[config.mk]
export PLATFORM = sky130hd
export DESIGN_NAME = gtl_back
export DESIGN_NICKNAME = d
export VERILOG_FILES = /design/src/hw/rtl/gtl_pkg.sv /design/src/hw/rtl/gtl_back.sv
export SDC_FILE = /design/constraint.sdc
export NUM_CORES = 1
export LEC_CHECK = 0
export ABC_AREA = 1
export BUFFER_PORTS_ARGS = -buffer_cell sky130_fd_sc_hd__buf_2
export CAP_MARGIN = 15
export CORE_ASPECT_RATIO = 1.1
export CORE_MARGIN = 2
export CORE_UTILIZATION = 40
export DETAILED_ROUTE_END_ITERATION = 8
export GPL_TIMING_DRIVEN = 0
export PLACE_DENSITY_LB_ADDON = 0.1
export SYNTH_ARGS = -nofsm -noshare
export SYNTH_HDL_FRONTEND = slang
export SYNTH_SLANG_ARGS = --single-unit
[constraint.sdc]
create_clock -name clock -period 2.15 [get_ports clock]
set_input_delay 0.43 -clock clock [delete_from_list [all_inputs] [get_ports clock]]
set_output_delay 0.43 -clock clock [all_outputs]
set_load 0.05 [all_outputs]
[src/hw/rtl/gtl_pkg.sv]
package gtl_pkg;

   localparam int FIRST_MAPPED  = 182;
   localparam int TABLE_ROWS    = 73;
   localparam int CHARS_PER_ROW = 3;
   localparam int ITEM_CHARS    = CHARS_PER_ROW + 1;
   localparam int QUEUE_DEPTH   = 4;
   localparam int QPTR_W        = $clog2(QUEUE_DEPTH);
   localparam int QCNT_W        = $clog2(QUEUE_DEPTH + 1);
   localparam int ROW_W         = 7;
   localparam int IDX_W         = $clog2(ITEM_CHARS);
   localparam int CNT_W         = $clog2(ITEM_CHARS + 1);
   localparam int MCNT_W        = $clog2(CHARS_PER_ROW + 1);

   localparam logic [7:0] NUL   = 8'h00;
   localparam logic [7:0] CAP_M = 8'd204;
   localparam logic [7:0] CAP_N = 8'd205;
   localparam logic [7:0] CAP_P = 8'd208;
   localparam logic [7:0] CAP_T = 8'd212;
   localparam logic [7:0] SML_M = 8'd236;
   localparam logic [7:0] SML_N = 8'd237;
   localparam logic [7:0] SML_P = 8'd240;
   localparam logic [7:0] SML_T = 8'd244;

   typedef logic [CHARS_PER_ROW-1:0][7:0] row_type;

   typedef struct packed {
      row_type             chars;
      logic [MCNT_W-1:0]   cnt;
   } map_type;

   // One queued item: its output characters in order, chars[0] first.
   typedef struct packed {
      logic [ITEM_CHARS-1:0][7:0] chars;
      logic [CNT_W-1:0]           cnt;
   } entry_type;

   typedef struct packed {
      logic      valid;
      entry_type entry;
   } head_type;

   function automatic row_type mk(input logic [7:0] c0, input logic [7:0] c1,
                                  input logic [7:0] c2);
      return {c2, c1, c0};
   endfunction

   function automatic row_type row_chars(input logic [ROW_W-1:0] row);
      row_type r;
      case (row)
         7'd0:    r = mk("'", "A", NUL);
         7'd2:    r = mk("'", "E", NUL);
         7'd3:    r = mk("'", "H", NUL);
         7'd4:    r = mk("'", "I", NUL);
         7'd6:    r = mk("'", "O", NUL);
         7'd8:    r = mk("'", "Y", NUL);
         7'd9:    r = mk("'", "W", NUL);
         7'd10:   r = mk("i", "\"", "'");
         7'd11:   r = mk("A", NUL, NUL);
         7'd12:   r = mk("V", NUL, NUL);
         7'd13:   r = mk("G", NUL, NUL);
         7'd14:   r = mk("D", NUL, NUL);
         7'd15:   r = mk("E", NUL, NUL);
         7'd16:   r = mk("Z", NUL, NUL);
         7'd17:   r = mk("H", NUL, NUL);
         7'd18:   r = mk("8", NUL, NUL);
         7'd19:   r = mk("I", NUL, NUL);
         7'd20:   r = mk("K", NUL, NUL);
         7'd21:   r = mk("L", NUL, NUL);
         7'd22:   r = mk("M", NUL, NUL);
         7'd23:   r = mk("N", NUL, NUL);
         7'd24:   r = mk("K", "S", NUL);
         7'd25:   r = mk("O", NUL, NUL);
         7'd26:   r = mk("P", NUL, NUL);
         7'd27:   r = mk("R", NUL, NUL);
         7'd29:   r = mk("S", NUL, NUL);
         7'd30:   r = mk("T", NUL, NUL);
         7'd31:   r = mk("Y", NUL, NUL);
         7'd32:   r = mk("F", NUL, NUL);
         7'd33:   r = mk("X", NUL, NUL);
         7'd34:   r = mk("P", "S", NUL);
         7'd35:   r = mk("W", NUL, NUL);
         7'd38:   r = mk("a", "'", NUL);
         7'd39:   r = mk("e", "'", NUL);
         7'd40:   r = mk("h", "'", NUL);
         7'd41:   r = mk("i", "'", NUL);
         7'd42:   r = mk("u", "\"", "'");
         7'd43:   r = mk("a", NUL, NUL);
         7'd44:   r = mk("v", NUL, NUL);
         7'd45:   r = mk("g", NUL, NUL);
         7'd46:   r = mk("d", NUL, NUL);
         7'd47:   r = mk("e", NUL, NUL);
         7'd48:   r = mk("z", NUL, NUL);
         7'd49:   r = mk("h", NUL, NUL);
         7'd50:   r = mk("8", NUL, NUL);
         7'd51:   r = mk("i", NUL, NUL);
         7'd52:   r = mk("k", NUL, NUL);
         7'd53:   r = mk("l", NUL, NUL);
         7'd54:   r = mk("m", NUL, NUL);
         7'd55:   r = mk("n", NUL, NUL);
         7'd56:   r = mk("k", "s", NUL);
         7'd57:   r = mk("o", NUL, NUL);
         7'd58:   r = mk("p", NUL, NUL);
         7'd59:   r = mk("r", NUL, NUL);
         7'd60:   r = mk("s", NUL, NUL);
         7'd61:   r = mk("s", NUL, NUL);
         7'd62:   r = mk("t", NUL, NUL);
         7'd63:   r = mk("u", NUL, NUL);
         7'd64:   r = mk("f", NUL, NUL);
         7'd65:   r = mk("x", NUL, NUL);
         7'd66:   r = mk("p", "s", NUL);
         7'd67:   r = mk("w", NUL, NUL);
         7'd68:   r = mk("i", "\"", NUL);
         7'd69:   r = mk("u", "\"", NUL);
         7'd70:   r = mk("o", "'", NUL);
         7'd71:   r = mk("u", "'", NUL);
         7'd72:   r = mk("w", "'", NUL);
         default: r = mk(NUL, NUL, NUL);
      endcase
      return r;
   endfunction

   function automatic map_type map_byte(input logic [7:0] b);
      map_type         m;
      logic [7:0]      row;
      row_type         r;
      row = b - 8'(FIRST_MAPPED);
      r   = row_chars(row[ROW_W-1:0]);
      if (b < 8'(FIRST_MAPPED)) begin
         m.chars = mk(b, NUL, NUL);
         m.cnt   = MCNT_W'(1);
      end else if (row >= 8'(TABLE_ROWS)) begin
         m.chars = r;
         m.cnt   = '0;
      end else begin
         m.chars = r;
         if (r[0] == NUL) m.cnt = MCNT_W'(0);
         else if (r[1] == NUL) m.cnt = MCNT_W'(1);
         else if (r[2] == NUL) m.cnt = MCNT_W'(2);
         else m.cnt = MCNT_W'(3);
      end
      return m;
   endfunction

   function automatic logic holdable(input logic [7:0] b);
      return b == CAP_M || b == CAP_N || b == SML_M || b == SML_N;
   endfunction

endpackage

[src/hw/rtl/gtl_back.sv]
module gtl_back
   import gtl_pkg::*;
(
   input  logic       clock,
   input  logic       reset,
   input  head_type   head,
   output logic       pop,
   output logic       rsp_valid,
   input  logic       rsp_stall,
   output logic [7:0] rsp_out_char,
   output logic       rsp_last_of_run
);

   logic [IDX_W-1:0] idx_ff, idx_in;
   logic             valid_ff, valid_in;
   logic [7:0]       char_ff, char_in;
   logic             last_ff, last_in;
   logic             advance;

   always_comb begin
      advance  = !valid_ff || !rsp_stall;
      idx_in   = idx_ff;
      valid_in = valid_ff;
      char_in  = char_ff;
      last_in  = last_ff;
      pop      = 1'b0;
      if (advance) begin
         valid_in = head.valid;
         char_in  = head.entry.chars[idx_ff];
         last_in  = CNT_W'(idx_ff) + CNT_W'(1) == head.entry.cnt;
         if (head.valid) begin
            // Drop the entry once its final character is loaded.
            pop    = last_in;
            idx_in = last_in ? '0 : idx_ff + IDX_W'(1);
         end
      end
   end

   always_ff @(posedge clock) begin
      if (reset) begin
         idx_ff   <= '0;
         valid_ff <= 1'b0;
      end else begin
         idx_ff   <= idx_in;
         valid_ff <= valid_in;
      end
   end

   always_ff @(posedge clock) begin
      char_ff <= char_in;
      last_ff <= last_in;
   end

   assign rsp_valid       = valid_ff;
   assign rsp_out_char    = char_ff;
   assign rsp_last_of_run = last_ff;

endmodule

### Word-level counts from Yosys, hierarchy flattened

Cells that the tools add are included.

| word-level totals | value |
|---|---|
| register bits after elaboration | 12 |
| output and inout bits | 11 |
| bits of input ports | 39 |

| operators by class | value |
|---|---|
| equality and inequality tests | 1 |
| magnitude comparators | 1 |
| muxes and demuxes | 5 |
| reductions and logical operators | 4 |
| add/sub/neg operators | 2 |

Operators by type and width:

| cell | number |
|---|---|
| 8-bit binary-select mux with 2-bit select | 1 |
| 8-bit two-way mux | 1 |
| 2-bit by 1-bit adder with 3-bit output, second input constant | 1 |
| 3-bit == test | 1 |
| 2-bit by 3-bit < comparator with 1-bit output, second input constant | 1 |
| 2-bit by 1-bit adder with 2-bit output, second input constant | 1 |
| 1-bit zero test | 2 |
| 1-bit two-way mux | 2 |
| 2-bit two-way mux | 1 |
| 2-bit AND reduction | 1 |
| 1-bit logical OR | 1 |

### Depth between registers and ports, before layout

Gate-level depths: netlist of run 1.

| depth | value |
|---|---|
| word-level depth | 4 |
| depth in mapped cells | 7 |
| depth with buffers taken out | 7 |

### Worst setup path after synthesis of run 1

Ideal clock, no wire load.

| path | value |
|---|---|
| path type | register -> output |
| start | reg idx_ff[1] |
| end | out pop |
| data arrival time | 1.367 ns |
| data required time | 1.720 ns |
| slack | 0.353 ns |
| path buffers | 0 |
| cell stages (with the launch flop) | 5 |
| cell sequence | dfxtp_1 -> ha_1 -> xnor2_1 -> nand4_2 -> inv_1 |

| between the ends | value |
|---|---|
| word-level cells in the longest chain between the ends | 4 |

Ends and longest elaborated chain:

| what | RTL line | text |
|---|---|---|
| start: declaration | gtl_back.sv:14 | `logic [IDX_W-1:0] idx_ff, idx_in;` |
| start signal: assignment | gtl_back.sv:44 | `idx_ff <= idx_in;` |
| 2-bit by 1-bit adder with 3-bit output | gtl_back.sv:30 | `last_in = CNT_W'(idx_ff) + CNT_W'(1) == head.entry.cnt;` |
| 3-bit == test | gtl_back.sv:30 |  |
| 1-bit two-way mux | gtl_back.sv:31 | `if (head.valid) begin` |
| 1-bit two-way mux | gtl_back.sv:27 | `if (advance) begin` |
| end: declaration | gtl_back.sv:7 | `output logic pop,` |

Every way passes these cells.

### Worst setup path after layout of run 1

Same ends and word-level chain as after synthesis.

==> results of run 1 <==
## critical path, stage by stage, from the launching register on
cell	delay [ps]
dfxtp_4	390
ha_1	340
xnor2_2	200
nand4_2	120
inv_1	70
buf_4	190
## power breakdown
group / switching (mW) / internal [mW] / total (mW)
Combinational: 0.194 / 0.0928 / 0.287
Sequential: 0.0129 / 0.289 / 0.302
Clock: 0.0844 / 0.103 / 0.187
Total: 0.292 / 0.485 / 0.776
## what timing repair did
action,CTS,global route
resized for setup,2,2
endpoints found under the setup margin,1,1
hold buffers,0,0
## final cells by class
type,instances,area (um2)
inverter,11,46.3
clock buffer,4,36.3
multi-input combinational,63,318
tap,18,22.5
buffer,3,33.8
timing repair buffer,49,248
fill,149,703
sequential,12,334
## path summary, 6_finish.rpt
path         slack, ps       from  cells past startpoint   endpoint
min                330      reset                      2  rsp_valid
max                140  idx_ff[1]                      5        pop
min reg2reg        640  rsp_valid                      4  idx_ff[1]
max reg2reg        900  idx_ff[1]                      5  idx_ff[1]
## cell usage after synthesis (2+ instances only)
library cell,instances,share of area
a21oi_1,3,0.021
buf_6,3,0.047
dfxtp_1,3,0.083
edfxtp_1,9,0.38
inv_1,9,0.047
nand2_1,11,0.057
nand2_2,2,0.017
nand3_1,2,0.014
nor2_1,18,0.094
o21ai_0,12,0.083
o21ai_1,4,0.028
o22ai_1,8,0.069
## flip-flops by register name, indices dropped and copies added (netlist names)
register	cells
rsp_out_char	8
rsp_last_of_run	1
idx_ff	2
rsp_valid	1
## layout by cell type (no fill, tap or decap)
cell type,netlist,routed
o21ai_1,4,4
a21oi_1,3,3
clkbuf_8,0,1
nor2_1,18,18
nand2_2,2,2
nand4_2,1,1
edfxtp_1,9,9
o22ai_1,8,8
buf_2,0,48
dfxtp_1,3,2
nand3_1,2,2
o21ai_0,12,12
ha_1,1,1
clkbuf_4,0,3
inv_6,1,1
buf_6,3,3
buf_4,0,1
inv_1,9,9
xnor2_2,0,1
dfxtp_4,0,1
inv_2,1,1
nand2_1,11,11
## cells by family after synthesis
group / after synthesis / synth area share
AND/OR/NAND/NOR: 34 / 0.200
AO/OA/AOI/OAI: 27 / 0.201
buffers and inverters: 14 / 0.111
flip-flops: 12 / 0.458
XOR/XNOR: 1 / 0.0122
adder cells (fa/ha/maj): 1 / 0.0174
## routing by layer
| metal | vias to the layer above | track usage | share of wire |
|---|---|---|---|
| met1 | 356 | 0.229 | 0.40 |
| met5 | - | 0 | 0 |
| met2 | 36 | 0.297 | 0.50 |
| li1 | 411 | - | - |
| met3 | 6 | 0.0373 | 0.072 |
| met4 | 0 | 0.0808 | 0.023 |
==> results by group, run 1 <==
Status
  • Status: complete, no violations

Clock network
  • CTS Root Cell: clkbuf_4
  • Clk slew on worst S/H paths: ~80 ps
  • CTS tree: done
  • H-tree depth: 1
  • # Post-CTS Setup Buffers: 0
  • Cts bufs inserted: 3
  • Max Root-Sink Buffers: 2
  • Clk_lat worst skew: ~280 ps
  • CTS sink cnt: 12

Floorplanning
  • Core Footprint: 1740 um2
  • # IOs: 50
  • DIE AREA: roughly 2200 um2
  • Initial Utilization: 0.414
  • DIE HEIGHT: 48.5 um
  • FP Rows: 16
  • Chip width: roughly 44 um

Synthesis
  • Cell Area, Synth: 721 um2
  • Synth Flop Type: edfxtp_1
  • Sequential area share after synthesis: 0.458
  • Post-synth EDFFs: 9
  • Async SR Flop Fraction: 0
  • Library cells used by synthesis: 17
  • Yosys reg bits: 12
  • Avg Inst Size Synth: just over 8 um2
  • Syn Nets: 129
  • Gate Count Post-Synth: 89
  • Yosys warns: 0

Timing
  • Relative slew slack: 0.673
  • # setup viols final: 0
  • RSZ-0062 raised after global routing: false
  • Pins Over Slew Limit: 0
  • Post-route clock skew: 1.43 ps
  • Worst Slack Setup Final: ~140 ps
  • Worst Tran Pin Value: about 500 ps
  • Min Tclk post-route: ~2000 ps
  • Hold Slack: between 300 and 400 ps
  • Fin crit share: 0.937
  • TNS Setup: 0 ps
  • Final hold vios: 0
  • Achievable Freq: 0.497 GHz

Detailed routing
  • Drt drc: 0
  • DR pass1 iterations: 3
  • Post-route ant nets: 0
  • 1st-iter DRT viols: 16
  • WL/cell: 11.7 um
  • Routed via count: 809
  • Avg Vias per Cell: 5.06
  • Final WL: 1880 um

Critical path
  • Crit start category: register
  • Crit Path Class: register to output port
  • Required @ worst endpoint: 1720 ps
  • Worst Path Max Fanout: 10
  • Crit path DAT: 1580 ps
  • CP endpoint kind: output port

Finish
  • Final net count: 183
  • Antenna diode count: 0
  • Synth-to-Final Area Change: 44.1%
  • Share of layout cells above drive strength 1: 0.444
  • Final Non-Filler Cells: 160
  • Design area: between 1000 and 1500 um2
  • Final Core Density: 0.596

Power
  • Power per cell area: about 750 nW/um2
  • VDD IR max: 359 uV
  • Total power: 0.776 mW
  • Leak Pwr: approximately 0.55 nW

Min path
  • Hold Crit Class: primary input to register

Placed design
  • Placer congestion estimate: 0.746
  • Placed insts: ~160
  • Pre-CTS setup slack: around 180 ps
  • Dpl hpwl: 1380 um
  • Placement Cell Area: roughly 990 um2
  • PortBufs: between 40 and 50

Global route
  • Global-route wire length before repair: 2960 um
  • Initial antenna violation count: 0
  • Total grt overflow: 0
  • Pin count of the biggest net entering global routing: 13
  • Tot GR Track Use: 0.184
  • Number of global-route vias before repair: 697

Job
  • Max-cap viol count: 0
Note: power is estimated with default switching activity, not from simulation.
==> inputs of run 2 (changes only) <==
==> constraint.sdc (replaced) <==
create_clock -name clock -period 2.15 [get_ports clock]
set_input_delay 0.43 -clock clock [delete_from_list [all_inputs] [get_ports clock]]
set_output_delay 0.43 -clock clock [all_outputs]
set_load 0.1 [all_outputs]
==> results by group, run 2 (synthesized netlist as in run 1, its figures left out) <==
Floorplanning
  • DIE HEIGHT: 48.5 um (unchanged)
  • Core Footprint: 1740 um2 (unchanged)
  • Initial Utilization: 0.414 (unchanged)
  • FP Rows: 16 (unchanged)
  • DIE AREA: 2160 um2 (unchanged)
  • Chip width: 44.5 um (unchanged)
  • # IOs: 50 (unchanged)

Finish
  • Share of layout cells above drive strength 1: 0.451 (+0.00704)
  • Most common library cell in the layout ignoring fill and taps: buf_2
  • Antenna diode count: 0 (unchanged)
  • Final Non-Filler Cells: 160 (unchanged)
  • Max reg flops: 8 (unchanged)
  • Most frequent cells in the layout: buf_2, nor2_1, o21ai_0, nand2_1, edfxtp_1
  • Final net count: 183 (unchanged)
  • Synth-to-Final Area Change: 45.8%
  • Final Core Density: 0.603 (+0.00718)

Timing
  • Post-route clock skew: 0.711 ps (-0.715 ps)
  • Final hold vios: 0 (unchanged)
  • Fin crit share: 0.962 (+0.0256)
  • # setup viols final: 0 (unchanged)
  • Relative slew slack: 0.669 (-0.00368)
  • Hold Slack: 330 ps (+2.94 ps)
  • Pins Over Slew Limit: 0 (unchanged)
  • TNS Setup: 0 ps (unchanged)
  • Worst Tran Pin Value: 495 ps (+5.50 ps)
  • Min Tclk post-route: 2070 ps (+54.9 ps)
  • Achievable Freq: 0.483 GHz (-2.7%)

Status
  • Status: complete, no violations

Clock network
  • # Post-CTS Setup Buffers: 0 (unchanged)
  • CTS sink cnt: 12 (unchanged)
  • Max Root-Sink Buffers: 2 (unchanged)
  • Clk slew on worst S/H paths: 80 ps (about the same)
  • Cts bufs inserted: 3 (unchanged)
  • H-tree depth: 1 (unchanged)
  • CTS Root Cell: clkbuf_4
  • Hold buffers post-CTS: 0 (unchanged)
  • CTS tree: done
  • Clk_lat worst skew: 280 ps (about the same)

Detailed routing
  • Post-route ant nets: 0 (unchanged)
  • Avg Vias per Cell: 5.02 (-0.74%)
  • DR pass1 iterations: 4 (+1)
  • WL/cell: 12.5 um (+6.1%)
  • 1st-iter DRT viols: 14 (-2)
  • Drt drc: 0 (unchanged)
  • Final WL: 1990 um (+6.1%)
  • Routed via count: 803 (-0.74%)

Placed design
  • PortBufs: 49 (unchanged)
  • Dpl hpwl: 1380 um (unchanged)
  • Placed insts: 156 (unchanged)
  • Placer congestion estimate: 0.746 (unchanged)

Global route
  • Number of global-route vias before repair: 707 (+1.4%)
  • Initial antenna violation count: 0 (unchanged)
  • Pin count of the biggest net entering global routing: 13 (unchanged)
  • Tot GR Track Use: 0.187 (+0.00375)
  • Global-route wire length before repair: 3010 um (+1.6%)
  • Total grt overflow: 0 (unchanged)

Critical path
  • Crit Path Class: register to output port
  • Worst Path Max Fanout: 10 (unchanged)
  • Crit start category: register
  • Crit path DAT: 1640 ps (+60 ps)
  • CP endpoint kind: output port
  • Required @ worst endpoint: 1720 ps (about the same)

Power
  • Leak Pwr: 0.551 nW (about the same)
  • Power per cell area: 852 nW/um2 (+14%)
  • Total power: 0.896 mW (+15%)
  • VDD IR max: 377 uV (+4.8%)

Job
  • Max-cap viol count: 0 (unchanged)

Min path
  • Hold Crit Class: primary input to register
## run 2: repair_timing
item	in CTS	in global routing
endpoints found under the setup margin	1	1
resized for setup	3	5
pin swaps	0	1
hold endpoints to repair	0	0
## run 2: worst max-delay path: stages (launching register included)
cell     delay, ps
dfxtp_4        390
ha_1           340
xnor2_2        210
nand4_2        140
inv_2          100
buf_12         170
## run 2: where the power goes
part,total [mW],internal [mW],leakage [nW],switching [mW]
clock,0.188,0.103,0.0210,0.0846
sequential,0.302,0.289,0.120,0.0129
combinational,0.406,0.0948,0.410,0.312
total,0.896,0.487,0.551,0.409
## run 2: stage by stage
stage                     instance area (um2)  setup slack, ps
after floorplan                           721             48.8
after global routing                     1050            -38.5
after detailed placement                  988             12.3
final                                    1050             81.2
after CTS                                1030             6.75
after global placement                    988             33.9
## run 2: layout make-up
cell class	instances	area [um2]
Buffer	3	33.8
Clock buffer	4	36.3
Fill cell	150	691
Inverter	11	46.3
Multi-Input combinational cell	63	318
Sequential cell	12	334
Tap cell	18	22.5
Timing Repair Buffer	49	260
## run 2: per-layer routing
| metal | track usage | vias up | part of all wire | routed length, um |
|---|---|---|---|---|
| met1 | 0.234 | 351 | 0.39 | 770 |
| li1 | - | 408 | - | - |
| met5 | 0 | - | 0 | 0 |
| met4 | 0.0808 | 0 | 0.022 | 44 |
| met2 | 0.304 | 38 | 0.52 | 1040 |
| met3 | 0.0373 | 6 | 0.069 | 138 |
## run 2: final timing paths
| path | from | end | slack (ps) | depth (start not counted) |
|---|---|---|---|---|
| setup / recovery | idx_ff[1] | pop | 80 | 5 |
| hold / removal | reset | rsp_valid | 330 | 2 |
| setup reg to reg | idx_ff[1] | idx_ff[1] | 850 | 5 |
| hold reg to reg | rsp_valid | idx_ff[1] | 650 | 4 |
