$ cat src/hw/rtl/gtl_pkg.sv
package gtl_pkg;

   localparam int FIRST_MAPPED  = 182;
   localparam int TABLE_ROWS    = 73;
   localparam int CHARS_PER_ROW = 3;
   localparam int ITEM_CHARS    = CHARS_PER_ROW + 1;
   localparam int QUEUE_DEPTH   = 4;
   localparam int QPTR_W        = $clog2(QUEUE_DEPTH);
   localparam int QCNT_W        = $clog2(QUEUE_DEPTH + 1);
   localparam int ROW_W         = 7;
   localparam int IDX_W         = $clog2(ITEM_CHARS);
   localparam int CNT_W         = $clog2(ITEM_CHARS + 1);
   localparam int MCNT_W        = $clog2(CHARS_PER_ROW + 1);

   localparam logic [7:0] NUL   = 8'h00;
   localparam logic [7:0] CAP_M = 8'd204;
   localparam logic [7:0] CAP_N = 8'd205;
   localparam logic [7:0] CAP_P = 8'd208;
   localparam logic [7:0] CAP_T = 8'd212;
   localparam logic [7:0] SML_M = 8'd236;
   localparam logic [7:0] SML_N = 8'd237;
   localparam logic [7:0] SML_P = 8'd240;
   localparam logic [7:0] SML_T = 8'd244;

   typedef logic [CHARS_PER_ROW-1:0][7:0] row_type;

   typedef struct packed {
      row_type             chars;
      logic [MCNT_W-1:0]   cnt;
   } map_type;

   // One queued item: its output characters in order, chars[0] first.
   typedef struct packed {
      logic [ITEM_CHARS-1:0][7:0] chars;
      logic [CNT_W-1:0]           cnt;
   } entry_type;

   typedef struct packed {
      logic      valid;
      entry_type entry;
   } head_type;

   function automatic row_type mk(input logic [7:0] c0, input logic [7:0] c1,
                                  input logic [7:0] c2);
      return {c2, c1, c0};
   endfunction

   function automatic row_type row_chars(input logic [ROW_W-1:0] row);
      row_type r;
      case (row)
         7'd0:    r = mk("'", "A", NUL);
         7'd2:    r = mk("'", "E", NUL);
         7'd3:    r = mk("'", "H", NUL);
         7'd4:    r = mk("'", "I", NUL);
         7'd6:    r = mk("'", "O", NUL);
         7'd8:    r = mk("'", "Y", NUL);
         7'd9:    r = mk("'", "W", NUL);
         7'd10:   r = mk("i", "\"", "'");
         7'd11:   r = mk("A", NUL, NUL);
         7'd12:   r = mk("V", NUL, NUL);
         7'd13:   r = mk("G", NUL, NUL);
         7'd14:   r = mk("D", NUL, NUL);
         7'd15:   r = mk("E", NUL, NUL);
         7'd16:   r = mk("Z", NUL, NUL);
         7'd17:   r = mk("H", NUL, NUL);
         7'd18:   r = mk("8", NUL, NUL);
         7'd19:   r = mk("I", NUL, NUL);
         7'd20:   r = mk("K", NUL, NUL);
         7'd21:   r = mk("L", NUL, NUL);
         7'd22:   r = mk("M", NUL, NUL);
         7'd23:   r = mk("N", NUL, NUL);
         7'd24:   r = mk("K", "S", NUL);
         7'd25:   r = mk("O", NUL, NUL);
         7'd26:   r = mk("P", NUL, NUL);
         7'd27:   r = mk("R", NUL, NUL);
         7'd29:   r = mk("S", NUL, NUL);
         7'd30:   r = mk("T", NUL, NUL);
         7'd31:   r = mk("Y", NUL, NUL);
         7'd32:   r = mk("F", NUL, NUL);
         7'd33:   r = mk("X", NUL, NUL);
         7'd34:   r = mk("P", "S", NUL);
         7'd35:   r = mk("W", NUL, NUL);
         7'd38:   r = mk("a", "'", NUL);
         7'd39:   r = mk("e", "'", NUL);
         7'd40:   r = mk("h", "'", NUL);
         7'd41:   r = mk("i", "'", NUL);
         7'd42:   r = mk("u", "\"", "'");
         7'd43:   r = mk("a", NUL, NUL);
         7'd44:   r = mk("v", NUL, NUL);
         7'd45:   r = mk("g", NUL, NUL);
         7'd46:   r = mk("d", NUL, NUL);
         7'd47:   r = mk("e", NUL, NUL);
         7'd48:   r = mk("z", NUL, NUL);
         7'd49:   r = mk("h", NUL, NUL);
         7'd50:   r = mk("8", NUL, NUL);
         7'd51:   r = mk("i", NUL, NUL);
         7'd52:   r = mk("k", NUL, NUL);
         7'd53:   r = mk("l", NUL, NUL);
         7'd54:   r = mk("m", NUL, NUL);
         7'd55:   r = mk("n", NUL, NUL);
         7'd56:   r = mk("k", "s", NUL);
         7'd57:   r = mk("o", NUL, NUL);
         7'd58:   r = mk("p", NUL, NUL);
         7'd59:   r = mk("r", NUL, NUL);
         7'd60:   r = mk("s", NUL, NUL);
         7'd61:   r = mk("s", NUL, NUL);
         7'd62:   r = mk("t", NUL, NUL);
         7'd63:   r = mk("u", NUL, NUL);
         7'd64:   r = mk("f", NUL, NUL);
         7'd65:   r = mk("x", NUL, NUL);
         7'd66:   r = mk("p", "s", NUL);
         7'd67:   r = mk("w", NUL, NUL);
         7'd68:   r = mk("i", "\"", NUL);
         7'd69:   r = mk("u", "\"", NUL);
         7'd70:   r = mk("o", "'", NUL);
         7'd71:   r = mk("u", "'", NUL);
         7'd72:   r = mk("w", "'", NUL);
         default: r = mk(NUL, NUL, NUL);
      endcase
      return r;
   endfunction

   function automatic map_type map_byte(input logic [7:0] b);
      map_type         m;
      logic [7:0]      row;
      row_type         r;
      row = b - 8'(FIRST_MAPPED);
      r   = row_chars(row[ROW_W-1:0]);
      if (b < 8'(FIRST_MAPPED)) begin
         m.chars = mk(b, NUL, NUL);
         m.cnt   = MCNT_W'(1);
      end else if (row >= 8'(TABLE_ROWS)) begin
         m.chars = r;
         m.cnt   = '0;
      end else begin
         m.chars = r;
         if (r[0] == NUL) m.cnt = MCNT_W'(0);
         else if (r[1] == NUL) m.cnt = MCNT_W'(1);
         else if (r[2] == NUL) m.cnt = MCNT_W'(2);
         else m.cnt = MCNT_W'(3);
      end
      return m;
   endfunction

   function automatic logic holdable(input logic [7:0] b);
      return b == CAP_M || b == CAP_N || b == SML_M || b == SML_N;
   endfunction

endpackage

$ cat src/hw/rtl/gtl_queue.sv
module gtl_queue
   import gtl_pkg::*;
(
   input  logic      clock,
   input  logic      reset,
   input  logic      push,
   input  entry_type push_entry,
   input  logic      pop,
   output head_type  head,
   output logic      full
);

   entry_type          slots_ff [QUEUE_DEPTH];
   logic [QPTR_W-1:0]  wr_ptr_ff, rd_ptr_ff;
   logic [QCNT_W-1:0]  count_ff;

   assign full       = count_ff == QCNT_W'(QUEUE_DEPTH);
   assign head.valid = count_ff != '0;
   assign head.entry = slots_ff[rd_ptr_ff];

   always_ff @(posedge clock) begin
      if (push) begin
         slots_ff[wr_ptr_ff] <= push_entry;
      end
   end

   always_ff @(posedge clock) begin
      if (reset) begin
         wr_ptr_ff <= '0;
         rd_ptr_ff <= '0;
         count_ff  <= '0;
      end else begin
         if (push) wr_ptr_ff <= wr_ptr_ff + QPTR_W'(1);
         if (pop)  rd_ptr_ff <= rd_ptr_ff + QPTR_W'(1);
         count_ff <= count_ff + QCNT_W'(push) - QCNT_W'(pop);
      end
   end

endmodule

$ cat config.mk
export PLATFORM = sky130hd
export DESIGN_NAME = gtl_queue
export DESIGN_NICKNAME = d
export VERILOG_FILES = /design/src/hw/rtl/gtl_pkg.sv /design/src/hw/rtl/gtl_queue.sv
export SDC_FILE = /design/constraint.sdc
export NUM_CORES = 1
export LEC_CHECK = 0
export CAP_MARGIN = 30
export CORE_UTILIZATION = 47
export DETAILED_ROUTE_END_ITERATION = 8
export DONT_BUFFER_PORTS = 1
export PLACE_DENSITY = 0.64
export SETUP_SLACK_MARGIN = 0.1
export SLEW_MARGIN = 15
export SYNTH_ARGS = -nofsm -noshare
export SYNTH_HDL_FRONTEND = slang
export SYNTH_SLANG_ARGS = --single-unit
$ cat constraint.sdc
create_clock -name clock -period 1.68 [get_ports clock]
set_input_delay 0.168 -clock clock [delete_from_list [all_inputs] [get_ports clock]]
set_output_delay 0.168 -clock clock [all_outputs]
set_load 0.01 [all_outputs]
Word-level counts from Yosys, hierarchy flattened --
Memory sizes are Yosys's and may differ from the RTL's. A register that Yosys moved wholly into a read port is not among the register bits. Cells that the tools add are included.
Word-level totals: flip-flop bits (word level) 7, latch bits 0, bits in writable memories 140, bits in read-only memories 0, bits of input ports 39, logic and storage cells 14, memories kept 1
Memory list:
- slots_ff | depth 4, width 35, rd ports 1, clocked after memory_dff 1, wr ports 1, line gtl_queue.sv:13 | entry_type slots_ff [QUEUE_DEPTH];
Cells by class: add/subtract/negate cells 4, $mul 0, div/mod/pow operators 0, magnitude comparators 0, equal/unequal tests 1, shift operators 0, muxes and demuxes 4, bitwise logic cells 0, reduce and logical (&&, ||, !) cells 1
Operators with widths (count):
- 2-bit by 1-bit adder with 2-bit output, second input constant | 2
- 2-bit two-way mux | 2
- 3-bit by 1-bit adder with 3-bit output | 1
- 3-bit equality test, second input constant | 1
- 3-bit nonzero test | 1
- 3-bit by 1-bit subtractor with 3-bit output | 1
- 1-bit two-way mux | 2

Logic depth before layout (Yosys ltp) --
Gate-level depths: netlist of the first run.
word-level depth 3, gate-level depth with buffers 7, gate-level depth less buffers 7

Worst setup path before layout of the first run --
OpenSTA, ideal clock, no wires.
path kind reg2reg, from register wr_ptr_ff[0], to memory slots_ff[2][0] (netlist name), enable pin, setup time 0.395 ns, arrival 1.399 ns, setup slack -0.114 ns, stages on the path, launching flop included 4, path buffers 0, period minus slack after synthesis 1.794 ns, cells stage by stage dfxtp_1 inv_1 ha_1 and2_1
RTL lines:
- start, declared | line gtl_queue.sv:14 | logic [QPTR_W-1:0] wr_ptr_ff, rd_ptr_ff;
- start signal, assigned | line gtl_queue.sv:33 | if (push) wr_ptr_ff <= wr_ptr_ff + QPTR_W'(1);
- end, declared | line gtl_queue.sv:13
No word-level cell before the write port.

==> out/summary.json, run 1 <==
{
  "outcome": "complete, but fails checks",
  "violations": "setup timing",
  "detail_route.wl_per_cell_um": 20.4,
  "grt_first_pass_wirelength_um": 14000,
  "hold_path_sink": "slots_ff[1][17]",
  "first_global_vias": 2517,
  "share_of_layout_cells_above_drive_strength_1_pct": 27.3,
  "pin_count": 76,
  "finalNonFillerCells": 444,
  "regToRegSetupSlack_ns": 0.17,
  "cts-root-to-sink-buffers": 2,
  "total_leakage_power_nw": 2.21,
  "max_clock_freq_ghz": 0.574,
  "detailroute.wirelength.met2_um": 4620,
  "final.period_utilization_pct": 104,
  "route.vias.total": 2351,
  "multi_input_area_sq_mm": 0.00103,
  "detail_route.iter0.violations": 120,
  "io_buffer_count": 0,
  "fin_hold_ws_ns": 0.231,
  "synthDominantAreaCellType": "sky130_fd_sc_hd__edfxtp_1",
  "hp-class": "in -> reg",
  "detailedPlacementHpwl_um": 5180,
  "cts.reportedPaths.clkPinSlew_ns": 0.06,
  "path_max_fanout": 19,
  "rr_worst_depth": 6,
  "timing.final.hold_violations": 0,
  "drc": 0,
  "synth.yosys.warnings": 0,
  "cellPowerDensity_mw_per_mm2": 1280,
  "grt_max_degree": 36,
  "cts_buf_count": 17,
  "critPathKind": "reg -> out",
  "cts_post_setup_buffers_inserted": 0,
  "via_per_inst": 5.30,
  "register_area_sq_mm": 0.00439,
  "die_width_um": 111,
  "arrival_ns": 1.58,
  "clock_tree_from_tritoncts": "built",
  "placed_cells": 372,
  "worstReg2RegEnd": "count_ff[1]",
  "gp_congestion": 0.628,
  "cap_violations": 0,
  "filler_cell_count": 850,
  "ys_seq_elements": 149,
  "cp.required_ns": 1.51,
  "slew_at_the_pin_with_the_worst_max_slew_slack_ns": 0.348,
  "insertion_delay_to_the_later_sink_of_the_worst_skew_pair_ns": 0.41,
  "hold_path_startpoint": "push",
  "relSlewSlack_pct": 76.8,
  "nNetsFinal": 333,
  "synthCells": 225,
  "cp-end-kind": "primary output",
  "drt_wl_total_um": 9070,
  "met3WireLength_um": 421,
  "drv_slew": 0,
  "peakVddDrop_mv": 0.772,
  "detailedRoute.firstPassIterationCount": 6,
  "antenna_found_initial": 1,
  "fp.dieH_um": 111,
  "design.die.area_sq_mm": 0.0122,
  "post_detailed_route_count_of_antenna_violating_nets": 0,
  "holdPathStages": 2,
  "start_util_pct": 48.3,
  "synth_top_area_share_pct": 75.8,
  "finalCoreUtilization_pct": 58.7,
  "ys_top_cells_by_area": "sky130_fd_sc_hd__edfxtp_1 (76%), sky130_fd_sc_hd__mux4_2 (12%), sky130_fd_sc_hd__dfxtp_1 (3.3%)",
  "final.setup.worst_slack_ns": -0.0632,
  "mostFrequentLayoutCell": "sky130_fd_sc_hd__edfxtp_1",
  "power.total_mw": 8.59,
  "number_of_distinct_standard_cells_referenced_by_the_synthesized_netlist": 22,
  "cts_root_buffer": "sky130_fd_sc_hd__clkbuf_16",
  "timing.setup.tns_ns": -1.40,
  "reg2reg_from": "count_ff[0]",
  "grt_setup_unrepaired": "true",
  "routedLengthMet1_um": 3900,
  "core_region_area_sq_mm": 0.0115,
  "final.setup_skew_ns": 0.00972,
  "syn_nets": 271,
  "worst_setup_path_start_kind": "register",
  "ctsHtreeMaxLevel": 4,
  "ys_seq_area_share_pct": 79.1,
  "grt_overflow": 0,
  "finalSetupViolations": 35,
  "syn_area_sq_mm": 0.00554,
  "area.growth.synth_to_final_pct": 21.4,
  "cts.sinks": 149,
  "grtUsageTotal_pct": 16.1,
  "top_layer": "met4",
  "placement_rows": 39,
  "synthesis.area_per_instance_sq_um": 24.6,
  "finalWorstPathRequiredPeriod_ns": 1.74,
  "mostFrequentLayoutCells": "sky130_fd_sc_hd__edfxtp_1 (140), sky130_fd_sc_hd__dlygate4sd3_1 (39), sky130_fd_sc_hd__mux4_2 (35)"
}
## kinds of logic (layout without fill, tap and decap cells)
logic type	after synthesis	after routing	share of synthesized area, %
flops	149	149	79.1
mux	36	36	14.7
simple gates	14	14	1.38
buf+inv	14	89	2.05
fa+ha+maj	7	7	1.72
xor+xnor	3	3	0.745
compound gates	2	2	0.271
other cells	0	1	0
## synth_stat cells (all sizes together)
| cell type | number |
|---|---|
| edfxtp | 140 |
| mux4 | 35 |
| dfxtp | 9 |
| buf | 7 |
| ha | 6 |
| inv | 6 |
| nor2 | 5 |
| and2 | 4 |
| nor2b | 2 |
| xnor2 | 2 |
| a21bo | 1 |
| a21oi | 1 |
| and3 | 1 |
| clkbuf | 1 |
| fa | 1 |
| mux2i | 1 |
| nand3b | 1 |
| or3 | 1 |
| xor3 | 1 |
## report_power, final
part           switching (mW)  leakage (nW)  total (mW)  internal [mW]
clock network            1.33         0.273        3.47           2.14
logic                   0.402         0.577       0.794          0.392
registers              0.0571          1.36        4.32           4.27
total                    1.79          2.21        8.59           6.80
## state kept, by name, indices dropped and copies added (netlist names), named ones only
signal / cells
count_ff: 3
slots_ff: 140
wr_ptr_ff: 2
rd_ptr_ff: 2
## area by class of cell
type / count / share of cell area, %
Tap cell: 143 / 2.66
Multi-Input combinational cell: 62 / 15.4
Clock buffer: 18 / 6.38
Sequential cell: 149 / 65.2
Antenna cell: 1 / 0.0372
Inverter: 6 / 0.335
Clock inverter: 14 / 1.75
Timing Repair Buffer: 51 / 8.26
## per-stage QoR
step                      instance area (sq um)  setup WS, ns
after global placement                     5800         0.171
after CTS                                  6720       -0.0984
final                                      6730       -0.0632
after floorplan                            5550         0.188
after global routing                       6730        -0.117
after detailed placement                   5800         0.162
## what timing repair did
action | 4_1_cts | 5_1_grt
gates resized for setup | 6 | 1
endpoints found under the hold margin | 149 | 0
cloned | 0 | 0
hold buffers | 39 | 0
endpoints found under the setup margin | 35 | 36
## worst max-delay path by stage
stage / start / end / slack, ns / cells past startpoint
6_report: register / head[31] / -0.06 / 2
5_1_grt: register / head[3] / -0.12 / 2
4_1_cts: register / head[31] / -0.1 / 2
3_5_place_dp: count_ff[0] / count_ff[2] / 0.16 / 7
3_3_place_gp: count_ff[0] / count_ff[2] / 0.17 / 7
2_1_floorplan: count_ff[0] / count_ff[2] / 0.19 / 7
## critical path: stages (launching register included)
cell                      delay [ns]
sky130_fd_sc_hd__dfxtp_4        0.37
sky130_fd_sc_hd__buf_12         0.20
sky130_fd_sc_hd__mux4_2         0.58
## per-layer routing
metal	up-vias	GRT usage, %
met2	52	26.0
met1	1226	19.8
met4	0	6.13
met5	-	0
met3	12	6.15
li1	1061	-
No activity file was read; power rests on OpenSTA's default activity.
==> run 2: changes to the inputs <==
==> constraint.sdc (replaced) <==
create_clock -name clock -period 1.5 [get_ports clock]
set_input_delay 0.15 -clock clock [delete_from_list [all_inputs] [get_ports clock]]
set_output_delay 0.15 -clock clock [all_outputs]
set_load 0.01 [all_outputs]
==> out/summary.json, run 2 (synthesis results as in run 1) <==
{
  "outcome": "complete, but fails checks",
  "violations": "setup timing",
  "hold_path_startpoint": "push",
  "max_clock_freq_ghz": 0.570,
  "grt_setup_unrepaired": "true",
  "grt_overflow": {"value": 0, "change": "unchanged"},
  "placement_rows": {"value": 39, "change": "unchanged"},
  "nNetsFinal": {"value": 347, "change": "+4.2%"},
  "largest-register": "slots_ff",
  "timing.critical_path.slowest_cell_delay": {"value": 0.55, "unit": "ns", "change": "-0.03 ns"},
  "detailedRoute.firstPassIterationCount": {"value": 4, "change": "-2"},
  "internal_power_consumption": {"value": 7.55, "unit": "mW", "change": "+11%"},
  "regToRegSetupSlack": {"value": -0.01, "unit": "ns", "change": "-0.18 ns"},
  "area.growth.synth_to_final_pct": 25.5,
  "cts_buf_count": {"value": 17, "change": "unchanged"},
  "hp-class": "in -> reg",
  "crit_path_cell_trace": "buf_12 > buf_12 > mux4_2",
  "rr_worst_depth": {"value": 6, "change": "unchanged"},
  "grtUsageTotal": {"value": 16.6, "unit": "%", "change": "+0.50 points"},
  "detailedPlacementHpwl": {"value": 5490, "unit": "um", "change": "+5.8%"},
  "relSlewSlack": {"value": 79.9, "unit": "%", "change": "+3.1 points"},
  "reg2reg_from": "count_ff[0]",
  "design.die.area": {"value": 0.0122, "unit": "sq mm", "change": "unchanged"},
  "switching_share": {"value": 20.9, "unit": "%", "change": "about the same"},
  "timing.final.hold_violations": {"value": 0, "change": "unchanged"},
  "finalWorstPathRequiredPeriod_ns": 1.75,
  "worst_setup_path_start_kind": "register",
  "critPathKind": "reg -> out",
  "final.period_utilization_pct": 117,
  "first_global_vias": {"value": 2590, "change": "+2.9%"},
  "placement.cell_area": {"value": 0.00592, "unit": "sq mm", "change": "+2.1%"},
  "filler_cell_count": {"value": 802, "change": "-5.6%"},
  "mostFrequentLayoutCells": "sky130_fd_sc_hd__edfxtp_1 (140), sky130_fd_sc_hd__dlygate4sd3_1 (38), sky130_fd_sc_hd__mux4_2 (35)",
  "share_of_layout_cells_above_drive_strength_1": {"value": 31.3, "unit": "%", "change": "+4.0 points"},
  "slew_at_the_pin_with_the_worst_max_slew_slack": {"value": 0.301, "unit": "ns", "change": "-0.0471 ns"},
  "mostFrequentLayoutCell": "sky130_fd_sc_hd__edfxtp_1",
  "drc": {"value": 0, "change": "unchanged"},
  "antenna_found_initial": {"value": 1, "change": "unchanged"},
  "pin_count": {"value": 76, "change": "unchanged"},
  "drv_slew": {"value": 0, "change": "unchanged"},
  "largest_registers": "slots_ff (140), count_ff (3)",
  "io_buffer_count": {"value": 0, "change": "unchanged"},
  "cts.sinks": {"value": 149, "change": "unchanged"},
  "worstPathBufferInverterCount": {"value": 2, "change": "+1"},
  "net-switching-power": {"value": 1.99, "unit": "mW", "change": "+11%"},
  "category_of_cells_accounting_for_the_largest_share_of_critical_path_delay": "multiplexers",
  "register_area": {"value": 0.00439, "unit": "sq mm", "change": "about the same"},
  "cts_root_buffer": "sky130_fd_sc_hd__clkbuf_16",
  "ctsHtreeMaxLevel": {"value": 4, "change": "unchanged"},
  "clkPwrFrac": {"value": 38.2, "unit": "%", "change": "-2.2 points"},
  "total_leakage_power": {"value": 2.29, "unit": "nW", "change": "+3.8%"},
  "fp.dieH": {"value": 111, "unit": "um", "change": "unchanged"},
  "cap_violations": {"value": 0, "change": "unchanged"},
  "power.sequential.fraction": {"value": 50.8, "unit": "%", "change": "+0.4 points"},
  "finalCoreUtilization": {"value": 60.7, "unit": "%", "change": "+2.0 points"},
  "path_max_fanout": {"value": 7, "change": "-12"},
  "core_region_area": {"value": 0.0115, "unit": "sq mm", "change": "unchanged"},
  "clock_tree_from_tritoncts": "built",
  "hold_path_sink": "slots_ff[0][24]",
  "holdPathStages": {"value": 1, "change": "-1"},
  "gp_congestion": {"value": 0.682, "change": "+8.6%"},
  "cts.reportedPaths.clkPinSlew": {"value": 0.06, "unit": "ns", "change": "about the same"},
  "insertion_delay_to_the_later_sink_of_the_worst_skew_pair": {"value": 0.41, "unit": "ns", "change": "about the same"},
  "worstReg2RegEnd": "count_ff[1]",
  "detail_route.iter0.violations": {"value": 174, "change": "+45%"},
  "peakVddDrop": {"value": 0.969, "unit": "mV", "change": "+26%"},
  "power.share.combinational": {"value": 11.0, "unit": "%", "change": "+1.8 points"},
  "final.setup_skew": {"value": 0.00589, "unit": "ns", "change": "-0.00383 ns"},
  "timing.critical_path.slowest_stage_cell": "sky130_fd_sc_hd__mux4_2",
  "cts-root-to-sink-buffers": {"value": 2, "change": "unchanged"},
  "detail_route.wl_per_cell": {"value": 20.3, "unit": "um", "change": "-0.66%"},
  "cellPowerDensity": {"value": 1370, "unit": "mW/mm^2", "change": "+7.5%"},
  "via_per_inst": {"value": 5.32, "change": "+0.46%"},
  "finalSetupViolations": {"value": 36, "change": "+2.9%"},
  "multi_input_area": {"value": 0.00106, "unit": "sq mm", "change": "+2.9%"},
  "cp.required": {"value": 1.35, "unit": "ns", "change": "-0.16 ns"},
  "grt_first_pass_wirelength": {"value": 14500, "unit": "um", "change": "+3.4%"},
  "drt_wl_total": {"value": 9210, "unit": "um", "change": "+1.6%"},
  "timing.critical_path.mode_cell": "sky130_fd_sc_hd__buf_12",
  "post_detailed_route_count_of_antenna_violating_nets": {"value": 0, "change": "unchanged"},
  "die_width": {"value": 111, "unit": "um", "change": "unchanged"},
  "cp-end-kind": "primary output",
  "final.setup.worst_slack": {"value": -0.253, "unit": "ns", "change": "-0.190 ns"},
  "arrival": {"value": 1.60, "unit": "ns", "change": "+0.02 ns"},
  "grt_max_degree": {"value": 36, "change": "unchanged"},
  "largest_register_ff_count": {"value": 140, "change": "unchanged"},
  "layout.cell_area.non_filler": {"value": 0.00696, "unit": "sq mm", "change": "+3.4%"},
  "route.vias.total": {"value": 2415, "change": "+2.7%"},
  "start_util": {"value": 48.3, "unit": "%", "change": "unchanged"}
}
## run 2: cell count changes in the layout (fill, tap and decap cells not counted), sizes merged
cell	previous run	this run
buf	12	27
clkinv	11	6
clkbuf	18	20
bufinv	2	1
dlygate4sd3	39	38
## run 2: area by class of cell
cell class,instances,share of cell area (%)
multi-input combinational,62,15.3
tap,143,2.57
clock buffer,20,6.28
inverter,6,0.324
timing repair buffer,65,11.5
sequential,149,63.1
antenna,1,0.0360
clock inverter,8,0.917
## run 2: worst max path at each step
stage,from,to,depth (start not counted)
after detailed placement,count_ff[0],count_ff[1],6
after CTS,register,head[18],3
after floorplan,count_ff[0],count_ff[1],6
after global placement,count_ff[0],count_ff[1],6
after global routing,register,head[23],3
final,register,head[23],3
## run 2: power by group through the flow
| stage | registers, mW | clock network (mW) | logic, mW |
|---|---|---|---|
| after CTS | 4.85 | 3.75 | 1.06 |
| final | 4.84 | 3.64 | 1.05 |
| after global placement | 4.92 | 0 | 0.837 |
| after detailed placement | 4.93 | 0 | 0.848 |
| after global routing | 4.86 | 3.91 | 1.13 |
| after floorplan | 4.90 | 0 | 0.630 |
## run 2: per-layer routing
metal | vias up | wire, um | GRT usage (%)
met1 | 1241 | 3780 | 20.1
met3 | 14 | 464 | 6.15
met5 | - | 0 | 0
met4 | 0 | 177 | 7.56
li1 | 1094 | - | -
met2 | 66 | 4790 | 26.6
## run 2: per-stage QoR
stage               setup TNS (ns)  power, mW  worst slack (ns)  instances  hold slack [ns]
finish                       -7.97       9.54            -0.253        454           0.0905
detailed placement         -0.0410       5.78           -0.0280        375            0.225
CTS                          -9.11       9.65            -0.292        448           0.0775
global route                -10.15       9.91            -0.314        454           0.0728
floorplan                        0       5.53            0.0480        225            0.222
global placement                 0       5.76            0.0296        375            0.223
## run 2: repair_timing
action	in CTS	in global routing
pin swaps	3	2
cloned	2	0
endpoints found under the hold margin	149	0
gates resized for setup	16	0
hold buffers	38	0
setup endpoints to repair	37	62
buffers inserted	5	5
